`config.mk`:
```
export PLATFORM = sky130hd
export DESIGN_NAME = lcd_text_serial_command_encoder
export DESIGN_NICKNAME = d
export VERILOG_FILES = /design/src/hdl/lcdenc_pkg.sv /design/src/hdl/lcdenc_front.sv /design/src/hdl/lcdenc_queue.sv /design/src/hdl/lcdenc_back.sv /design/src/hdl/lcd_text_serial_command_encoder.sv
export SDC_FILE = /design/constraint.sdc
export NUM_CORES = 1
export LEC_CHECK = 0
export BUFFER_PORTS_ARGS = -buffer_cell sky130_fd_sc_hd__buf_2
export CELL_PAD_IN_SITES_DETAIL_PLACEMENT = 0
export CELL_PAD_IN_SITES_GLOBAL_PLACEMENT = 2
export CORE_UTILIZATION = 44
export DETAILED_ROUTE_END_ITERATION = 6
export PLACE_DENSITY = 0.88
export SYNTH_ARGS = -nofsm -noshare
export SYNTH_HDL_FRONTEND = slang
export SYNTH_SLANG_ARGS = --single-unit
export TNS_END_PERCENT = 10
```
`constraint.sdc`:
```
create_clock -name i_clk -period 7.3 [get_ports i_clk]
set_clock_uncertainty 0.1 [all_clocks]
set_input_delay 0.73 -clock i_clk [delete_from_list [all_inputs] [get_ports i_clk]]
set_output_delay 0.73 -clock i_clk [all_outputs]
set_load 0.005 [all_outputs]
```
`src/hdl/lcdenc_pkg.sv`:
```
package lcdenc_pkg;

    // One controller instruction: {RS, RW, D7..D0}
    typedef logic [9:0] t_instr;

    localparam int MAX_INS   = 4;
    localparam int QUEUE_DEP = 2;

    typedef struct packed {
        logic [2:0]                count;   // 0..MAX_INS instructions
        logic [MAX_INS-1:0][9:0]   instr;   // sent in order from index 0
    } t_job;

    // Input function codes
    localparam logic [2:0] FN_BEGIN_HALF = 3'd0;
    localparam logic [2:0] FN_HALF_CHAR  = 3'd1;
    localparam logic [2:0] FN_END_HALF   = 3'd2;
    localparam logic [2:0] FN_BEGIN_FULL = 3'd3;
    localparam logic [2:0] FN_FULL_CHAR  = 3'd4;
    localparam logic [2:0] FN_DISP_FLAG  = 3'd5;
    localparam logic [2:0] FN_COMMAND    = 3'd6;

    // Display flag options
    localparam logic [1:0] OPT_DISPLAY   = 2'd0;
    localparam logic [1:0] OPT_UNDERLINE = 2'd1;
    localparam logic [1:0] OPT_BLINK     = 2'd2;

    // Commands
    localparam logic [3:0] CMD_CLEAR      = 4'd0;
    localparam logic [3:0] CMD_HOME       = 4'd1;
    localparam logic [3:0] CMD_CUR_LEFT   = 4'd2;
    localparam logic [3:0] CMD_CUR_RIGHT  = 4'd3;
    localparam logic [3:0] CMD_SHIFT_LEFT = 4'd4;
    localparam logic [3:0] CMD_SHIFT_RGHT = 4'd5;
    localparam logic [3:0] CMD_ENTRY_CR   = 4'd6;
    localparam logic [3:0] CMD_ENTRY_CL   = 4'd7;
    localparam logic [3:0] CMD_ENTRY_DSR  = 4'd8;
    localparam logic [3:0] CMD_ENTRY_DSL  = 4'd9;
    localparam logic [3:0] CMD_INIT       = 4'd10;

    // Byte phases within one instruction frame
    localparam logic [1:0] PH_SYNC = 2'd0;
    localparam logic [1:0] PH_HIGH = 2'd1;
    localparam logic [1:0] PH_LOW  = 2'd2;

    // Instruction words
    localparam t_instr INS_SET_ADDR   = 10'h080;
    localparam t_instr INS_DATA       = 10'h200;
    localparam t_instr INS_SPACE      = 10'h220;
    localparam t_instr INS_DISP_CTRL  = 10'h008;
    localparam t_instr INS_FUNC_BASIC = 10'h030;
    localparam t_instr INS_CLEAR      = 10'h001;
    localparam t_instr INS_ENTRY_CR   = 10'h006;
    localparam t_instr INS_HOME       = 10'h002;
    localparam t_instr INS_CUR_LEFT   = 10'h010;
    localparam t_instr INS_CUR_RIGHT  = 10'h014;
    localparam t_instr INS_SHIFT_LEFT = 10'h018;
    localparam t_instr INS_SHIFT_RGHT = 10'h01C;
    localparam t_instr INS_ENTRY_CL   = 10'h004;
    localparam t_instr INS_ENTRY_DSR  = 10'h005;
    localparam t_instr INS_ENTRY_DSL  = 10'h007;

    localparam logic [7:0] SYNC_BASE = 8'hF8;

    // Set-address for a cell 0..31 with the panel's folded row layout
    function automatic t_instr set_addr(input logic [4:0] slot);
        logic [4:0] a;
        case (slot[4:3])
            2'b01:   a = slot + 5'd8;
            2'b10:   a = slot - 5'd8;
            default: a = slot;
        endcase
        return INS_SET_ADDR | {5'd0, a};
    endfunction

    function automatic t_instr data_instr(input logic [7:0] d);
        return INS_DATA | {2'd0, d};
    endfunction

    function automatic t_instr disp_instr(input logic d, input logic c, input logic b);
        return INS_DISP_CTRL | {7'd0, d, c, b};
    endfunction

    // Fixed basic commands; valid for codes below CMD_INIT
    function automatic t_instr cmd_instr(input logic [3:0] cmd);
        case (cmd)
            CMD_CLEAR:      return INS_CLEAR;
            CMD_HOME:       return INS_HOME;
            CMD_CUR_LEFT:   return INS_CUR_LEFT;
            CMD_CUR_RIGHT:  return INS_CUR_RIGHT;
            CMD_SHIFT_LEFT: return INS_SHIFT_LEFT;
            CMD_SHIFT_RGHT: return INS_SHIFT_RGHT;
            CMD_ENTRY_CR:   return INS_ENTRY_CR;
            CMD_ENTRY_CL:   return INS_ENTRY_CL;
            CMD_ENTRY_DSR:  return INS_ENTRY_DSR;
            CMD_ENTRY_DSL:  return INS_ENTRY_DSL;
            default:        return INS_CLEAR;
        endcase
    endfunction

endpackage

```
`src/hdl/lcdenc_front.sv`:
```
module lcdenc_front (
    input  logic                i_clk,
    input  logic                i_rst_n,
    input  logic                i_valid,
    output logic                o_ready,
    input  logic [2:0]          i_func,
    input  logic [1:0]          i_row,
    input  logic [3:0]          i_column,
    input  logic [15:0]         i_char_code,
    input  logic [1:0]          i_display_option,
    input  logic                i_flag_value,
    input  logic [3:0]          i_command,
    input  logic                i_q_ready,
    output logic                o_push,
    output lcdenc_pkg::t_job    o_job
);
    import lcdenc_pkg::*;

    logic [7:0] r_pos, n_pos;
    logic       r_disp, n_disp;
    logic       r_ul, n_ul;
    logic       r_blink, n_blink;
    t_job       job;
    logic       accept;
    logic [7:0] pos_half, pos_full;

    assign accept   = i_valid && i_q_ready;
    assign o_ready  = i_q_ready;
    assign pos_half = {2'd0, i_row, i_column};
    assign pos_full = {3'd0, i_row, 3'd0} + {4'd0, i_column};

    always_comb begin
        job     = '0;
        n_pos   = r_pos;
        n_disp  = r_disp;
        n_ul    = r_ul;
        n_blink = r_blink;
        case (i_func)
            FN_BEGIN_HALF: begin
                n_pos        = pos_half;
                job.instr[0] = set_addr(pos_half[5:1]);
                job.instr[1] = INS_SPACE;
                job.count    = pos_half[0] ? 3'd2 : 3'd1;
            end
            FN_HALF_CHAR: begin
                n_pos = r_pos + 8'd1;
                if (r_pos == 8'd16 || r_pos == 8'd32 || r_pos == 8'd48) begin
                    job.instr[0] = set_addr(r_pos[5:1]);
                    job.instr[1] = data_instr(i_char_code[7:0]);
                    job.count    = 3'd2;
                end else begin
                    job.instr[0] = data_instr(i_char_code[7:0]);
                    job.count    = 3'd1;
                end
            end
            FN_END_HALF: begin
                job.instr[0] = INS_SPACE;
                job.count    = r_pos[0] ? 3'd1 : 3'd0;
            end
            FN_BEGIN_FULL: begin
                // cells past 31 get no set-address, but the position still moves
                n_pos        = pos_full;
                job.instr[0] = set_addr(pos_full[4:0]);
                job.count    = (pos_full[7:5] == 3'd0) ? 3'd1 : 3'd0;
            end
            FN_FULL_CHAR: begin
                n_pos = r_pos + 8'd1;
                if (r_pos == 8'd8 || r_pos == 8'd16 || r_pos == 8'd24) begin
                    job.instr[0] = set_addr(r_pos[4:0]);
                    job.instr[1] = data_instr(i_char_code[15:8]);
                    job.instr[2] = data_instr(i_char_code[7:0]);
                    job.count    = 3'd3;
                end else begin
                    job.instr[0] = data_instr(i_char_code[15:8]);
                    job.instr[1] = data_instr(i_char_code[7:0]);
                    job.count    = 3'd2;
                end
            end
            FN_DISP_FLAG: begin
                case (i_display_option)
                    OPT_DISPLAY:   n_disp  = i_flag_value;
                    OPT_UNDERLINE: n_ul    = i_flag_value;
                    OPT_BLINK:     n_blink = i_flag_value;
                    default:       ;
                endcase
                job.instr[0] = disp_instr(n_disp, n_ul, n_blink);
                job.count    = 3'd1;
            end
            FN_COMMAND: begin
                if (i_command < CMD_INIT) begin
                    job.instr[0] = cmd_instr(i_command);
                    job.count    = 3'd1;
                end else if (i_command == CMD_INIT) begin
                    job.instr[0] = INS_FUNC_BASIC;
                    job.instr[1] = disp_instr(r_disp, r_ul, r_blink);
                    job.instr[2] = INS_CLEAR;
                    job.instr[3] = INS_ENTRY_CR;
                    job.count    = 3'd4;
                end
            end
            default: ;
        endcase
    end

    always_ff @(posedge i_clk) begin
        if (!i_rst_n) begin
            r_pos   <= 8'd0;
            r_disp  <= 1'b1;
            r_ul    <= 1'b1;
            r_blink <= 1'b1;
        end else if (accept) begin
            r_pos   <= n_pos;
            r_disp  <= n_disp;
            r_ul    <= n_ul;
            r_blink <= n_blink;
        end
    end

    // items that send nothing never reach the queue
    assign o_push = accept && (job.count != 3'd0);
    assign o_job  = job;

endmodule

```
`src/hdl/lcdenc_queue.sv`:
```
module lcdenc_queue (
    input  logic                i_clk,
    input  logic                i_rst_n,
    input  logic                i_push,
    input  lcdenc_pkg::t_job    i_job,
    output logic                o_ready,
    input  logic                i_pop,
    output logic                o_valid,
    output lcdenc_pkg::t_job    o_job
);
    import lcdenc_pkg::*;

    t_job       r_mem [QUEUE_DEP];
    logic       r_wr, r_rd;
    logic [1:0] r_cnt;

    assign o_ready = (r_cnt != 2'(QUEUE_DEP));
    assign o_valid = (r_cnt != 2'd0);
    assign o_job   = r_mem[r_rd];

    always_ff @(posedge i_clk) begin
        if (i_push) begin
            r_mem[r_wr] <= i_job;
        end
    end

    always_ff @(posedge i_clk) begin
        if (!i_rst_n) begin
            r_wr  <= 1'b0;
            r_rd  <= 1'b0;
            r_cnt <= 2'd0;
        end else begin
            if (i_push) r_wr <= ~r_wr;
            if (i_pop)  r_rd <= ~r_rd;
            r_cnt <= r_cnt + {1'b0, i_push} - {1'b0, i_pop};
        end
    end

    a_no_overflow: assert property (@(posedge i_clk) disable iff (!i_rst_n)
        !(i_push && !o_ready && !i_pop))
        else $error("push into full queue");

    a_no_underflow: assert property (@(posedge i_clk) disable iff (!i_rst_n)
        i_pop |-> o_valid)
        else $error("pop from empty queue");

    a_cnt_range: assert property (@(posedge i_clk) disable iff (!i_rst_n)
        r_cnt <= 2'(QUEUE_DEP))
        else $error("queue count out of range");

endmodule

```
`src/hdl/lcdenc_back.sv`:
```
module lcdenc_back (
    input  logic                i_clk,
    input  logic                i_rst_n,
    input  logic                i_q_valid,
    input  lcdenc_pkg::t_job    i_q_job,
    output logic                o_pop,
    output logic                o_valid,
    input  logic                i_ready,
    output logic [7:0]          o_serial_byte,
    output logic                o_last
);
    import lcdenc_pkg::*;

    t_job       r_job;
    logic       r_busy;
    logic [1:0] r_ins;
    logic [1:0] r_byte;
    logic       r_out_valid;
    logic [7:0] r_out_byte;
    logic       r_out_last;

    t_instr     cur;
    logic [7:0] byte_val;
    logic       load, emit, is_last;

    assign load    = !r_out_valid || i_ready;
    assign emit    = load && r_busy;
    assign cur     = r_job.instr[r_ins];
    assign is_last = ({1'b0, r_ins} == r_job.count - 3'd1) && (r_byte == PH_LOW);
    assign o_pop   = i_q_valid && (!r_busy || (emit && is_last));

    always_comb begin
        case (r_byte)
            PH_SYNC: byte_val = SYNC_BASE | {5'd0, cur[8], cur[9], 1'b0};
            PH_HIGH: byte_val = {cur[7:4], 4'd0};
            PH_LOW:  byte_val = {cur[3:0], 4'd0};
            default: byte_val = 8'd0;
        endcase
    end

    always_ff @(posedge i_clk) begin
        if (!i_rst_n) begin
            r_busy <= 1'b0;
            r_ins  <= 2'd0;
            r_byte <= PH_SYNC;
        end else if (o_pop) begin
            r_busy <= 1'b1;
            r_ins  <= 2'd0;
            r_byte <= PH_SYNC;
        end else if (emit) begin
            if (is_last) begin
                r_busy <= 1'b0;
            end else if (r_byte == PH_LOW) begin
                r_byte <= PH_SYNC;
                r_ins  <= r_ins + 2'd1;
            end else begin
                r_byte <= r_byte + 2'd1;
            end
        end
    end

    always_ff @(posedge i_clk) begin
        if (o_pop) begin
            r_job <= i_q_job;
        end
        if (load) begin
            r_out_byte <= byte_val;
            r_out_last <= is_last;
        end
    end

    always_ff @(posedge i_clk) begin
        if (!i_rst_n) begin
            r_out_valid <= 1'b0;
        end else if (load) begin
            r_out_valid <= emit;
        end
    end

    assign o_valid       = r_out_valid;
    assign o_serial_byte = r_out_byte;
    assign o_last        = r_out_last;

    a_job_nonempty: assert property (@(posedge i_clk) disable iff (!i_rst_n)
        r_busy |-> (r_job.count != 3'd0 && r_job.count <= 3'(MAX_INS)))
        else $error("active job with bad count");

    a_ins_in_job: assert property (@(posedge i_clk) disable iff (!i_rst_n)
        r_busy |-> ({1'b0, r_ins} < r_job.count && r_byte != 2'd3))
        else $error("sequencer index past end of job");

endmodule

```
`src/hdl/lcd_text_serial_command_encoder.sv`:
```
// Bytes pass through the job queue, the job register and the output register.
// Throughput: one serial byte per cycle while jobs wait and i_out_ready is high;
//   an item sends 3 bytes per instruction, 0 to 12 bytes in all;
//   an item that sends no bytes is accepted without entering the queue.
// A 2-deep job queue lets the input keep accepting while bytes drain.
// Reset (i_rst_n low, synchronous): position 0, all display flags 1, queue
//   and sequencer empty, no output valid.
module lcd_text_serial_command_encoder (
    input  logic        i_clk,
    input  logic        i_rst_n,
    // input channel
    input  logic        i_in_valid,
    output logic        o_in_ready,
    input  logic [2:0]  i_func,
    input  logic [1:0]  i_row,
    input  logic [3:0]  i_column,
    input  logic [15:0] i_char_code,
    input  logic [1:0]  i_display_option,
    input  logic        i_flag_value,
    input  logic [3:0]  i_command,
    // output channel
    output logic        o_out_valid,
    input  logic        i_out_ready,
    output logic [7:0]  o_serial_byte,
    output logic        o_last
);
    import lcdenc_pkg::*;

    // front -> queue
    logic q_push, q_ready;
    t_job push_job;
    // queue -> back
    logic q_valid, q_pop;
    t_job pop_job;

    // Front: decodes each transaction into up to four 10-bit instructions
    // and owns the text position and display flags. Nothing is queued for
    // items that produce no bytes.
    lcdenc_front u_front (
        .i_clk            (i_clk),
        .i_rst_n          (i_rst_n),
        .i_valid          (i_in_valid),
        .o_ready          (o_in_ready),
        .i_func           (i_func),
        .i_row            (i_row),
        .i_column         (i_column),
        .i_char_code      (i_char_code),
        .i_display_option (i_display_option),
        .i_flag_value     (i_flag_value),
        .i_command        (i_command),
        .i_q_ready        (q_ready),
        .o_push           (q_push),
        .o_job            (push_job)
    );

    lcdenc_queue u_queue (
        .i_clk   (i_clk),
        .i_rst_n (i_rst_n),
        .i_push  (q_push),
        .i_job   (push_job),
        .o_ready (q_ready),
        .i_pop   (q_pop),
        .o_valid (q_valid),
        .o_job   (pop_job)
    );

    // Back: sync / high nibble / low nibble per instruction; the next job
    // is loaded on the cycle the final byte goes out, so queued frames run gap-free.
    lcdenc_back u_back (
        .i_clk         (i_clk),
        .i_rst_n       (i_rst_n),
        .i_q_valid     (q_valid),
        .i_q_job       (pop_job),
        .o_pop         (q_pop),
        .o_valid       (o_out_valid),
        .i_ready       (i_out_ready),
        .o_serial_byte (o_serial_byte),
        .o_last        (o_last)
    );

endmodule
```
==> results.sh, run 1 <==
export IMPL_setup_viol_count_final=0
export IMPL_postCtsSetupRepairBufs=0
export IMPL_netlist_area_sq_um=5840
export IMPL_timing_reg2reg_worst_path_depth=7
export IMPL_postCtsResizedCells=0
export IMPL_synth_async_reset_ratio_pct=0
export IMPL_worst_hold_slack_ps=381
export IMPL_ff2ff_setup_slack_ps=4070
export IMPL_min_period_ps=3230
export IMPL_fin_worst_setup_slack_ps=4070
export IMPL_period_share_pct=44.2
export IMPL_cts_clk_slew_worst_paths_ps=50
export IMPL_fp_dieArea_sq_um=13700
export IMPL_ys_ff_latch=121
export IMPL_clock_tree_root_cell="sky130_fd_sc_hd__clkbuf_16"
export IMPL_required_time_of_the_critical_path_ps=7350
export IMPL_antenna_cells_inserted=0
export IMPL_maximum_number_of_pins_on_one_net_before_global_route_repair=34
export IMPL_total_power_density_per_cell_area_nw_per_um2=315
export IMPL_drt_initial_drc_count=236
export IMPL_post_synth_top_area_cell="sky130_fd_sc_hd__edfxtp_1"
export IMPL_place_congestion=0.797
export IMPL_floorplan_die_height_um=117
export IMPL_outcome="finished clean"
export IMPL_crit_path_frequent_cell="sky130_fd_sc_hd__inv_1"
export IMPL_final_core_utilization_pct=53.1
export IMPL_fin_area_sq_um=6780
export IMPL_max_slew_margin_pct=35.3
export IMPL_die_width_um=117
export IMPL_layout_drive_gt1_share_pct=22.2
export IMPL_numCtsBuffers=17
export IMPL_floorplan_initialDensity_pct=45.7
export IMPL_timing_rr_end="u_queue.r_mem[0][12]"
export IMPL_syn_instance_count=471
export IMPL_timing_hold_worst_path_depth=2
export IMPL_grt_antenna_before_repair=0
export IMPL_p_total_mw=2.13
export IMPL_cap_viol_max_count=0
export IMPL_crit_path_start_kind="flop"
export IMPL_drt_antenna_violating_nets=0
export IMPL_avgRoutedWirePerCell_um=17.3
export IMPL_hold_path_class="reg -> reg"
export IMPL_total_leakage_power_nw=2.46
export IMPL_worst_r2r_startpoint="u_front.r_pos[0]"
export IMPL_endpoint_kind_of_the_worst_setup_timing_path="flop"
export IMPL_timing_setup_tns_ps=0
export IMPL_final_hold_viol_count=0
export IMPL_ys_flop_type="sky130_fd_sc_hd__edfxtp_1"
export IMPL_first_pass_grt_wire_length_um=19200
export IMPL_critical_path_class="reg -> reg"
export IMPL_slowest_stage="sky130_fd_sc_hd__nor2_1"
export IMPL_worstMarginPinSlew_ps=968
export IMPL_detail_route_wirelength_um=12100
export IMPL_crit_path_cell_trace="inv_1, ha_1, or4b_4, nor2_1, o2bb2ai_1, a222oi_1, inv_1"
export IMPL_vias=3859
export IMPL_dp_cells=670
export IMPL_drt_pre_antenna_iters=7
export IMPL_tritoncts="done"
export IMPL_pre_cts_ws_ps=3890
export IMPL_synth_warning_count=0
export IMPL_path_delay_family="simple AND/OR/NAND/NOR gates"
export IMPL_critPathMaxStageDelay_ps=770
export IMPL_drc_errors=0
export IMPL_dp_final_hpwl_um=8820
export IMPL_finish_net_count=569
export IMPL_non_filler_instance_count_after_layout=700
export IMPL_synthesis_area_per_instance_sq_um=12.4
export IMPL_synth_edff_count=100
export IMPL_globalRouteOverflowTotal=0
export IMPL_fp_coreArea_sq_um=12800
export IMPL_grt_usage_pct=19.3
export IMPL_flow_area_growth_from_synthesis_pct=16.1
export IMPL_cts_hold_buffers_added=0
export IMPL_port_buffer_count=44
export IMPL_timing_final_max_slew_violations=0
export IMPL_highest_fanout_seen_on_the_critical_path=14
export IMPL_critical_path_n_buffers_inverters=2
export IMPL_num_rows=41
export IMPL_synth_top_cells_by_area="sky130_fd_sc_hd__edfxtp_1, sky130_fd_sc_hd__dfxtp_1, sky130_fd_sc_hd__mux2_2, sky130_fd_sc_hd__ha_1, sky130_fd_sc_hd__mux2i_1"
export IMPL_vdd_ir_drop_worst_v=0.000130
export IMPL_min_from="u_front.r_pos[6]"
export IMPL_synth_seq_area_share_pct=58.6
export IMPL_grt_setup_unrepaired="false"
export IMPL_boundaryPins=47
export IMPL_cts_max_path_buffers=2
export IMPL_ctsHtreeMaxLevel=4
export IMPL_worstSkewPairLatency_ps=410
export IMPL_fmax_mhz=310
export IMPL_min_to="u_front.r_pos[6]"
export IMPL_vias_in_the_first_global_route=3787
export IMPL_worst_ep_arrival_time_ps=3270
export IMPL_post_synth_top_area_fraction_pct=51.4
export IMPL_worstSetupStartpoint="u_front.r_pos[0]"
export IMPL_detail_route_vias_per_cell=5.51
export IMPL_netlist_cell_type_count=62
export IMPL_dpl_cell_area_sq_um=6220
export IMPL_cts_num_sinks=121
registers in the layout (all words and copies together) (netlist names), 2 cells and up:
name                  flops
u_queue.r_cnt             2
u_front.r_pos             8
u_back.r_byte             2
u_back.r_job             31
u_back.o_serial_byte      6
u_back.r_ins              2
u_queue.r_mem            62
where the power goes:
part           internal (mW)  leakage, nW  switching, mW
registers              0.906         1.10         0.0456
logic                  0.167         1.09          0.219
clock network          0.525        0.271          0.272
Yosys cell counts (2+ instances only):
library cell	count
sky130_fd_sc_hd__a211o_1	3
sky130_fd_sc_hd__a21o_1	3
sky130_fd_sc_hd__xor2_1	2
sky130_fd_sc_hd__o221ai_1	2
sky130_fd_sc_hd__nor2b_1	7
sky130_fd_sc_hd__buf_4	4
sky130_fd_sc_hd__nor3b_1	2
sky130_fd_sc_hd__edfxtp_1	100
sky130_fd_sc_hd__a221o_1	4
sky130_fd_sc_hd__ha_1	16
sky130_fd_sc_hd__and2_1	3
sky130_fd_sc_hd__o21ai_0	19
sky130_fd_sc_hd__xnor2_1	9
sky130_fd_sc_hd__mux2i_1	18
sky130_fd_sc_hd__and3_1	9
sky130_fd_sc_hd__o32ai_1	7
sky130_fd_sc_hd__a22o_1	4
sky130_fd_sc_hd__a21oi_1	27
sky130_fd_sc_hd__nand4_1	3
sky130_fd_sc_hd__o211ai_1	3
sky130_fd_sc_hd__inv_1	21
sky130_fd_sc_hd__nor2_1	31
sky130_fd_sc_hd__nor4bb_1	2
sky130_fd_sc_hd__a222oi_1	3
sky130_fd_sc_hd__or3_1	7
sky130_fd_sc_hd__dfxtp_1	21
sky130_fd_sc_hd__a221oi_1	2
sky130_fd_sc_hd__mux2_2	32
sky130_fd_sc_hd__nand2b_1	7
sky130_fd_sc_hd__a211oi_1	4
sky130_fd_sc_hd__clkbuf_1	14
sky130_fd_sc_hd__buf_2	4
sky130_fd_sc_hd__nand2_1	30
sky130_fd_sc_hd__a22oi_1	3
sky130_fd_sc_hd__nand3_1	6
sky130_fd_sc_hd__a21boi_0	2
sky130_fd_sc_hd__nor3_1	12
how the worst max path moves through the flow:
stage | slack (ps) | end | cells past startpoint
global placement | 3970 | u_queue.r_mem[0][22] | 6
finish | 4070 | u_queue.r_mem[0][12] | 7
floorplan | 3290 | u_queue.r_cnt[1] | 12
CTS | 4100 | u_queue.r_mem[0][12] | 7
global route | 3880 | u_queue.r_mem[0][11] | 7
detailed placement | 3890 | u_queue.r_mem[0][26] | 6
placed cells by master (no fill, tap or decap), drive strengths merged, types with 3 or more instances in the layout:
master,count
ha,16
nand2b,7
o21ai,20
dfxtp,21
a222oi,3
nand3,6
nor3,13
nor2b,7
nor2,31
or3,7
a21oi,28
o211ai,3
nand2,30
a22o,4
nand4,3
a211o,3
mux2,33
a22oi,4
a221o,4
a21o,3
and3,9
o32ai,7
clkinv,6
bufinv,3
xnor2,9
and2,3
clkbuf,19
mux2i,18
buf,49
inv,21
edfxtp,100
a211oi,4
cell families (layout without fill, tap and decap cells):
group / after synthesis / count (layout) / share of synthesized area (%)
buf+inv: 44 / 100 / 3.17
compound gates: 100 / 100 / 11.8
mux: 53 / 53 / 10.3
simple gates: 125 / 125 / 11.0
fa+ha+maj: 16 / 16 / 3.43
xor+xnor: 11 / 11 / 1.65
other cells: 1 / 2 / 0.0642
flops: 121 / 121 / 58.6
tightest hold or removal path, delay by kind of cell, from the launching register on:
kind | cells | cell delay (ps)
and+or+nand+nor | 1 | 60
AOI/OAI and AO/OA | 1 | 50
DFF | 1 | 330
area by class of cell:
| cell class | count | area, sq um |
|---|---|---|
| fillers | 1108 | 5990 |
| flip-flops and latches | 121 | 3420 |
| clock buffers | 19 | 433 |
| well taps | 172 | 215 |
| clock inverters | 11 | 131 |
| inverters | 21 | 78.8 |
| repair buffers | 49 | 258 |
| multi-input cells | 307 | 2240 |
metal layers:
metal	vias to the layer above	track usage, %	wire [um]
met5	-	0	0
met4	0	9.96	284
met3	26	4.07	397
met2	98	32.3	5900
met1	1855	23.6	5500
li1	1880	-	-
Power figures use the tool's default switching activity.
==> run 2, diff against run 1 <==
--- a/config.mk
+++ b/config.mk
@@ -8,9 +8,9 @@
 export BUFFER_PORTS_ARGS = -buffer_cell sky130_fd_sc_hd__buf_2
 export CELL_PAD_IN_SITES_DETAIL_PLACEMENT = 0
 export CELL_PAD_IN_SITES_GLOBAL_PLACEMENT = 2
-export CORE_UTILIZATION = 44
+export CORE_UTILIZATION = 37
 export DETAILED_ROUTE_END_ITERATION = 6
-export PLACE_DENSITY = 0.88
+export PLACE_DENSITY = 0.79
 export SYNTH_ARGS = -nofsm -noshare
 export SYNTH_HDL_FRONTEND = slang
 export SYNTH_SLANG_ARGS = --single-unit
==> constraint.sdc (replaced) <==
create_clock -name i_clk -period 2.8 [get_ports i_clk]
set_clock_uncertainty 0.1 [all_clocks]
set_input_delay 0.28 -clock i_clk [delete_from_list [all_inputs] [get_ports i_clk]]
set_output_delay 0.28 -clock i_clk [all_outputs]
set_load 0.005 [all_outputs]
==> run 2 against run 1 <==
Combinational power rose to 3.0 times the previous value; die area rose by 19%; global-route usage decreased by 2.6 points; largest power group unchanged; clock power grew to 2.6 times the previous value; final area rose by 3.7%; worst hold slack worse by 340 ps; first-iteration DRC count rose by 9.3%; core utilization is 7.2 points lower.
==> results.sh, run 2 (synthesized netlist as in run 1, its figures left out) <==
export IMPL_setup_viol_count_final=0
export IMPL_worstSkewPairLatency_ps=410
export IMPL_timing_final_max_slew_violations=0
export IMPL_top_regs="u_queue.r_mem: 62 flops, u_back.r_job: 31 flops, u_front.r_pos: 8 flops"
export IMPL_maximum_number_of_pins_on_one_net_before_global_route_repair=34
export IMPL_worst_hold_slack_ps=43.1
export IMPL_finish_net_count=583
export IMPL_cts_num_sinks=121
export IMPL_first_pass_grt_wire_length_um=20400
export IMPL_outcome="finished clean"
export IMPL_worstMarginPinSlew_ps=766
export IMPL_drt_initial_drc_count=258
export IMPL_cts_clk_slew_worst_paths_ps=60
export IMPL_drc_errors=0
export IMPL_place_congestion=0.861
export IMPL_fp_coreArea_sq_um=15300
export IMPL_floorplan_die_height_um=128
export IMPL_fin_worst_setup_slack_ps=125
export IMPL_total_power_density_per_cell_area_nw_per_um2=814
export IMPL_avgRoutedWirePerCell_um=17.1
export IMPL_dp_cells=720
export IMPL_grt_setup_unrepaired="false"
export IMPL_final_hold_viol_count=0
export IMPL_cap_viol_max_count=0
export IMPL_final_common_cell="sky130_fd_sc_hd__edfxtp_1"
export IMPL_cts_hold_buffers_added=0
export IMPL_die_width_um=128
export IMPL_vias=3887
export IMPL_fmax_mhz=374
export IMPL_antenna_cells_inserted=0
export IMPL_tritoncts="done"
export IMPL_port_buffer_count=44
export IMPL_drt_pre_antenna_iters=7
export IMPL_grt_usage_pct=16.7
export IMPL_detail_route_vias_per_cell=5.15
export IMPL_fp_dieArea_sq_um=16300
export IMPL_pre_cts_ws_ps=101
export IMPL_layout_drive_gt1_share_pct=26.3
export IMPL_largest_reg_flops=62
export IMPL_numCtsBuffers=17
export IMPL_worst_ep_arrival_time_ps=2860
export IMPL_cts_max_path_buffers=2
export IMPL_detail_route_wirelength_um=12900
export IMPL_grt_antenna_before_repair=0
export IMPL_num_rows=45
export IMPL_drt_antenna_violating_nets=0
export IMPL_dp_final_hpwl_um=9210
export IMPL_period_share_pct=95.5
export IMPL_ctsHtreeMaxLevel=4
export IMPL_highest_fanout_seen_on_the_critical_path=3
export IMPL_non_filler_instance_count_after_layout=755
export IMPL_multiInputGateArea_sq_um=2300
export IMPL_required_time_of_the_critical_path_ps=2980
export IMPL_globalRouteOverflowTotal=0
export IMPL_hold_path_class="in -> reg"
export IMPL_boundaryPins=47
export IMPL_sequential_cell_area_sq_um=3420
export IMPL_critical_path_class="reg -> reg"
export IMPL_vdd_ir_drop_worst_v=0.000515
export IMPL_crit_path_start_kind="flop"
export IMPL_flow_area_growth_from_synthesis_pct=20.3
export IMPL_floorplan_initialDensity_pct=38.1
export IMPL_vias_in_the_first_global_route=3819
export IMPL_endpoint_kind_of_the_worst_setup_timing_path="flop"
export IMPL_top_register="u_queue.r_mem"
export IMPL_commonest_cells_after_routing_fill_and_taps_aside="sky130_fd_sc_hd__edfxtp_1, sky130_fd_sc_hd__buf_2, sky130_fd_sc_hd__mux2_2"
export IMPL_max_slew_margin_pct=48.9
export IMPL_fillers=1422
export IMPL_clock_tree_root_cell="sky130_fd_sc_hd__clkbuf_16"
export IMPL_total_leakage_power_nw=2.55
export IMPL_min_period_ps=2670
==> run 2: changes by cell type in the layout (fill, tap and decap cells not counted), moves of 2 or more <==
cell                       before  now
sky130_fd_sc_hd__inv_1         21   19
sky130_fd_sc_hd__clkinv_1       3    1
sky130_fd_sc_hd__clkinv_4       0    4
sky130_fd_sc_hd__ha_1          16   13
sky130_fd_sc_hd__buf_4          5   17
sky130_fd_sc_hd__buf_12         0    2
sky130_fd_sc_hd__inv_2          0    2
sky130_fd_sc_hd__ha_4           0    3
sky130_fd_sc_hd__inv_6          0    2
==> run 2: what timing repair did <==
| item | CTS | global route |
|---|---|---|
| hold endpoints to repair | 0 | 0 |
| setup buffers | 0 | 3 |
| endpoints found under the setup margin | 0 | 1 |
| gates resized for setup | 0 | 8 |
==> run 2: final cells by class <==
class | count | share of cell area, %
clock buffers | 18 | 6.11
clock inverters | 14 | 2.12
inverters | 21 | 1.12
multi-input cells | 307 | 32.7
flip-flops and latches | 121 | 48.7
well taps | 211 | 3.76
repair buffers | 63 | 5.52
==> run 2: through the flow <==
stage               instance area, sq um  TNS (ps)  total power [mW]  util (%)
finish                              7030         0              5.72      45.9
global route                        7030         0              6.00      45.9
CTS                                 6960         0              5.69      45.4
detailed placement                  6380         0              3.57      41.6
global placement                    6380         0              3.55      41.6
floorplan                           5850      -436              3.24         -
==> run 2: critical path, cell delays in order, from the launching register on <==
cell	delay, ps
sky130_fd_sc_hd__edfxtp_1	410
sky130_fd_sc_hd__inv_2	100
sky130_fd_sc_hd__ha_4	210
sky130_fd_sc_hd__xnor2_2	130
sky130_fd_sc_hd__or3_4	380
sky130_fd_sc_hd__o31a_1	350
sky130_fd_sc_hd__nor2_4	130
sky130_fd_sc_hd__ha_4	200
sky130_fd_sc_hd__inv_2	60
sky130_fd_sc_hd__ha_4	120
sky130_fd_sc_hd__xor2_1	170
sky130_fd_sc_hd__xnor2_1	140
sky130_fd_sc_hd__nor2_1	50
==> run 2: path summary, 6_finish.rpt <==
check | end | slack [ps] | cells after the start | start
worst max-delay path | u_queue.r_cnt[1] | 130 | 12 | u_back.r_job[40]
worst min-delay path | u_front.r_disp | 40 | 2 | i_rst_n
worst max register to register | u_queue.r_cnt[1] | 130 | 12 | u_back.r_job[40]
worst min register to register | u_front.r_pos[6] | 410 | 2 | u_front.r_pos[6]
==> run 2: metal layers <==
layer,up-vias,global-route usage (%),part of all wire [%]
met5,-,0,0
met3,24,3.64,3.7
met1,1860,21.0,45
li1,1908,-,-
met4,0,7.68,2.2
met2,95,27.6,49
==> run 2: power breakdown <==
part | switching (mW) | internal (mW) | total (mW) | leakage, nW
Clock | 0.791 | 1.31 | 2.10 | 0.274
Sequential | 0.106 | 2.36 | 2.46 | 1.10
Combinational | 0.636 | 0.519 | 1.15 | 1.17
Total | 1.53 | 4.19 | 5.72 | 2.55
==> run 3, diff against run 2 <==
--- a/config.mk
+++ b/config.mk
@@ -10,6 +10,7 @@
 export CELL_PAD_IN_SITES_GLOBAL_PLACEMENT = 2
 export CORE_UTILIZATION = 37
 export DETAILED_ROUTE_END_ITERATION = 6
+export HOLD_SLACK_MARGIN = 0.15
 export PLACE_DENSITY = 0.79
 export SYNTH_ARGS = -nofsm -noshare
 export SYNTH_HDL_FRONTEND = slang
==> run 3 against run 2 <==
Sequential share of layout area decreased by 1.2 points; final area increased by 2.6%; clock power about the same; final cell count increased by 2.9%; flip-flop and latch count unchanged; worst hold slack improved by 130 ps; global-route usage increased by 0.20 points; count of clock-buffer cells in the layout unchanged; critical path depth decreased by 2; non-clock buffer count increased by 22; first-iteration DRC count decreased by 5.4%; largest cell class unchanged; highest routed layer unchanged.
==> results.sh, run 3 (synthesized netlist as in run 1, its figures left out) <==
export IMPL_final_hold_viol_count=0
export IMPL_cts_num_sinks=121
export IMPL_critPathMaxStageDelay_ps=530
export IMPL_critical_path_n_buffers_inverters=4
export IMPL_cts_max_path_buffers=2
export IMPL_drt_antenna_violating_nets=0
export IMPL_crit_path_cell_trace="dlygate4sd3_1, buf_2, ha_1, ha_1, nor3b_1, o21ai_0, a41oi_1, buf_4, nor2b_2, buf_12"
export IMPL_commonest_cells_after_routing_fill_and_taps_aside="sky130_fd_sc_hd__edfxtp_1, sky130_fd_sc_hd__buf_2, sky130_fd_sc_hd__mux2_2"
export IMPL_vias_in_the_first_global_route=3913
export IMPL_busiest_layer="met2"
export IMPL_numCtsBuffers=17
export IMPL_grt_met1_usage_pct=21.3
export IMPL_avgRoutedWirePerCell_um=16.6
export IMPL_p_total_mw=5.67
export IMPL_worst_ep_arrival_time_ps=2690
export IMPL_drt_initial_drc_count=244
export IMPL_port_buffer_count=44
export IMPL_crit_path_start_kind="input port"
export IMPL_maximum_number_of_pins_on_one_net_before_global_route_repair=34
export IMPL_top_register="u_queue.r_mem"
export IMPL_ctsHtreeMaxLevel=4
export IMPL_setup_viol_count_final=0
export IMPL_highest_fanout_seen_on_the_critical_path=31
export IMPL_finish_net_count=605
export IMPL_drc_errors=0
export IMPL_ff2ff_setup_slack_ps=130
export IMPL_worstMarginPinSlew_ps=773
export IMPL_fillers=1411
export IMPL_met2_usage_pct=28.0
export IMPL_globalRouteOverflowTotal=0
export IMPL_vdd_ir_drop_worst_v=0.000512
export IMPL_top_regs="u_queue.r_mem: 62 flops, u_back.r_job: 31 flops, u_front.r_pos: 8 flops"
export IMPL_fp_dieArea_sq_um=16300
export IMPL_grt_setup_unrepaired="true"
export IMPL_period_share_pct=95.9
export IMPL_boundaryPins=47
export IMPL_critical_path_class="in -> reg"
export IMPL_detail_route_wirelength_um=12900
export IMPL_max_slew_margin_pct=48.4
export IMPL_final_core_utilization_pct=47.1
export IMPL_fp_coreArea_sq_um=15300
export IMPL_floorplan_initialDensity_pct=38.1
export IMPL_timing_final_max_slew_violations=0
export IMPL_hold_path_class="in -> reg"
export IMPL_flow_area_growth_from_synthesis_pct=23.5
export IMPL_layout_drive_gt1_share_pct=24.2
export IMPL_grt_usage_pct=16.9
export IMPL_timing_setup_tns_ps=0
export IMPL_total_leakage_power_nw=2.63
export IMPL_largest_reg_flops=62
export IMPL_gr_usage_met3_pct=3.56
export IMPL_vias=3965
export IMPL_endpoint_kind_of_the_worst_setup_timing_path="flop"
export IMPL_detail_route_vias_per_cell=5.10
export IMPL_path_delay_family="buffers and inverters"
export IMPL_num_rows=45
export IMPL_antenna_cells_inserted=0
export IMPL_worstSkewPairLatency_ps=410
export IMPL_fmax_mhz=372
export IMPL_grt_antenna_before_repair=0
export IMPL_first_pass_grt_wire_length_um=20800
export IMPL_clock_tree_root_cell="sky130_fd_sc_hd__clkbuf_16"
export IMPL_die_width_um=128
export IMPL_total_power_density_per_cell_area_nw_per_um2=786
export IMPL_final_common_cell="sky130_fd_sc_hd__edfxtp_1"
export IMPL_min_period_ps=2690
export IMPL_cap_viol_max_count=0
export IMPL_slowest_stage="sky130_fd_sc_hd__dlygate4sd3_1"
export IMPL_place_congestion=0.861
export IMPL_floorplan_die_height_um=128
export IMPL_tritoncts="done"
export IMPL_dp_final_hpwl_um=9210
export IMPL_required_time_of_the_critical_path_ps=2800
export IMPL_crit_path_frequent_cell="sky130_fd_sc_hd__ha_1"
export IMPL_drt_pre_antenna_iters=5
export IMPL_outcome="finished clean"
export IMPL_cts_clk_slew_worst_paths_ps=50
run 3: cell types whose count changed in the layout (fill, tap and decap cells not counted), moves of 2 or more:
cell and delta:
sky130_fd_sc_hd__inv_2 -2, sky130_fd_sc_hd__ha_4 -3, sky130_fd_sc_hd__ha_1 +3, sky130_fd_sc_hd__inv_1 +2, sky130_fd_sc_hd__dlygate4sd3_1 +23
run 3: final cells by class:
class,instances,area [sq um],area share [%]
timing repair buffer,85,611,8.47
sequential,121,3420,47.5
inverter,21,78.8,1.09
clock buffer,18,429,5.95
multi-input combinational,307,2260,31.3
tap,211,264,3.66
clock inverter,14,149,2.06
run 3: through the flow:
stage | worst slack, ps | std cells | hold slack (ps) | area [sq um]
final | 115 | 777 | 173 | 7210
after detailed placement | 101 | 720 | 400 | 6380
after floorplan | -285 | 472 | 242 | 5850
after CTS | 80.8 | 775 | 156 | 7190
after global routing | -43.5 | 777 | 183 | 7210
after global placement | 174 | 720 | 389 | 6380
run 3: repair_timing:
item | in CTS | in global routing
endpoints found under the setup margin | 0 | 2
resized for setup | 0 | 2
hold buffers | 23 | 0
hold endpoints to repair | 28 | 0
setup buffers | 0 | 2
run 3: final timing paths:
| check | end | cells past startpoint | startpoint |
|---|---|---|---|
| hold / removal | u_front.r_ul | 5 | i_display_option[1] |
| hold reg to reg | u_back.o_valid | 2 | u_back.r_busy |
| setup reg to reg | u_queue.r_cnt[1] | 12 | u_back.r_job[40] |
| setup / recovery | u_queue.r_mem[0][23] | 10 | i_row[0] |
run 3: tightest hold or removal path: stages:
cell	delay (ps)
sky130_fd_sc_hd__buf_2	110
sky130_fd_sc_hd__nor2b_1	60
sky130_fd_sc_hd__nand2_1	70
sky130_fd_sc_hd__mux2i_1	70
sky130_fd_sc_hd__nand2_1	60
run 3: per-layer routing:
metal | vias to the layer above | routed length, um
li1 | 1950 | -
met1 | 1909 | 5810
met2 | 85 | 6410
met3 | 21 | 384
met4 | 0 | 305
met5 | - | 0
run 3: where the power goes:
part | switching (mW) | leakage [nW] | internal, mW
clock | 0.787 | 0.274 | 1.31
sequential | 0.106 | 1.10 | 2.36
combinational | 0.609 | 1.26 | 0.499
total | 1.50 | 2.63 | 4.17
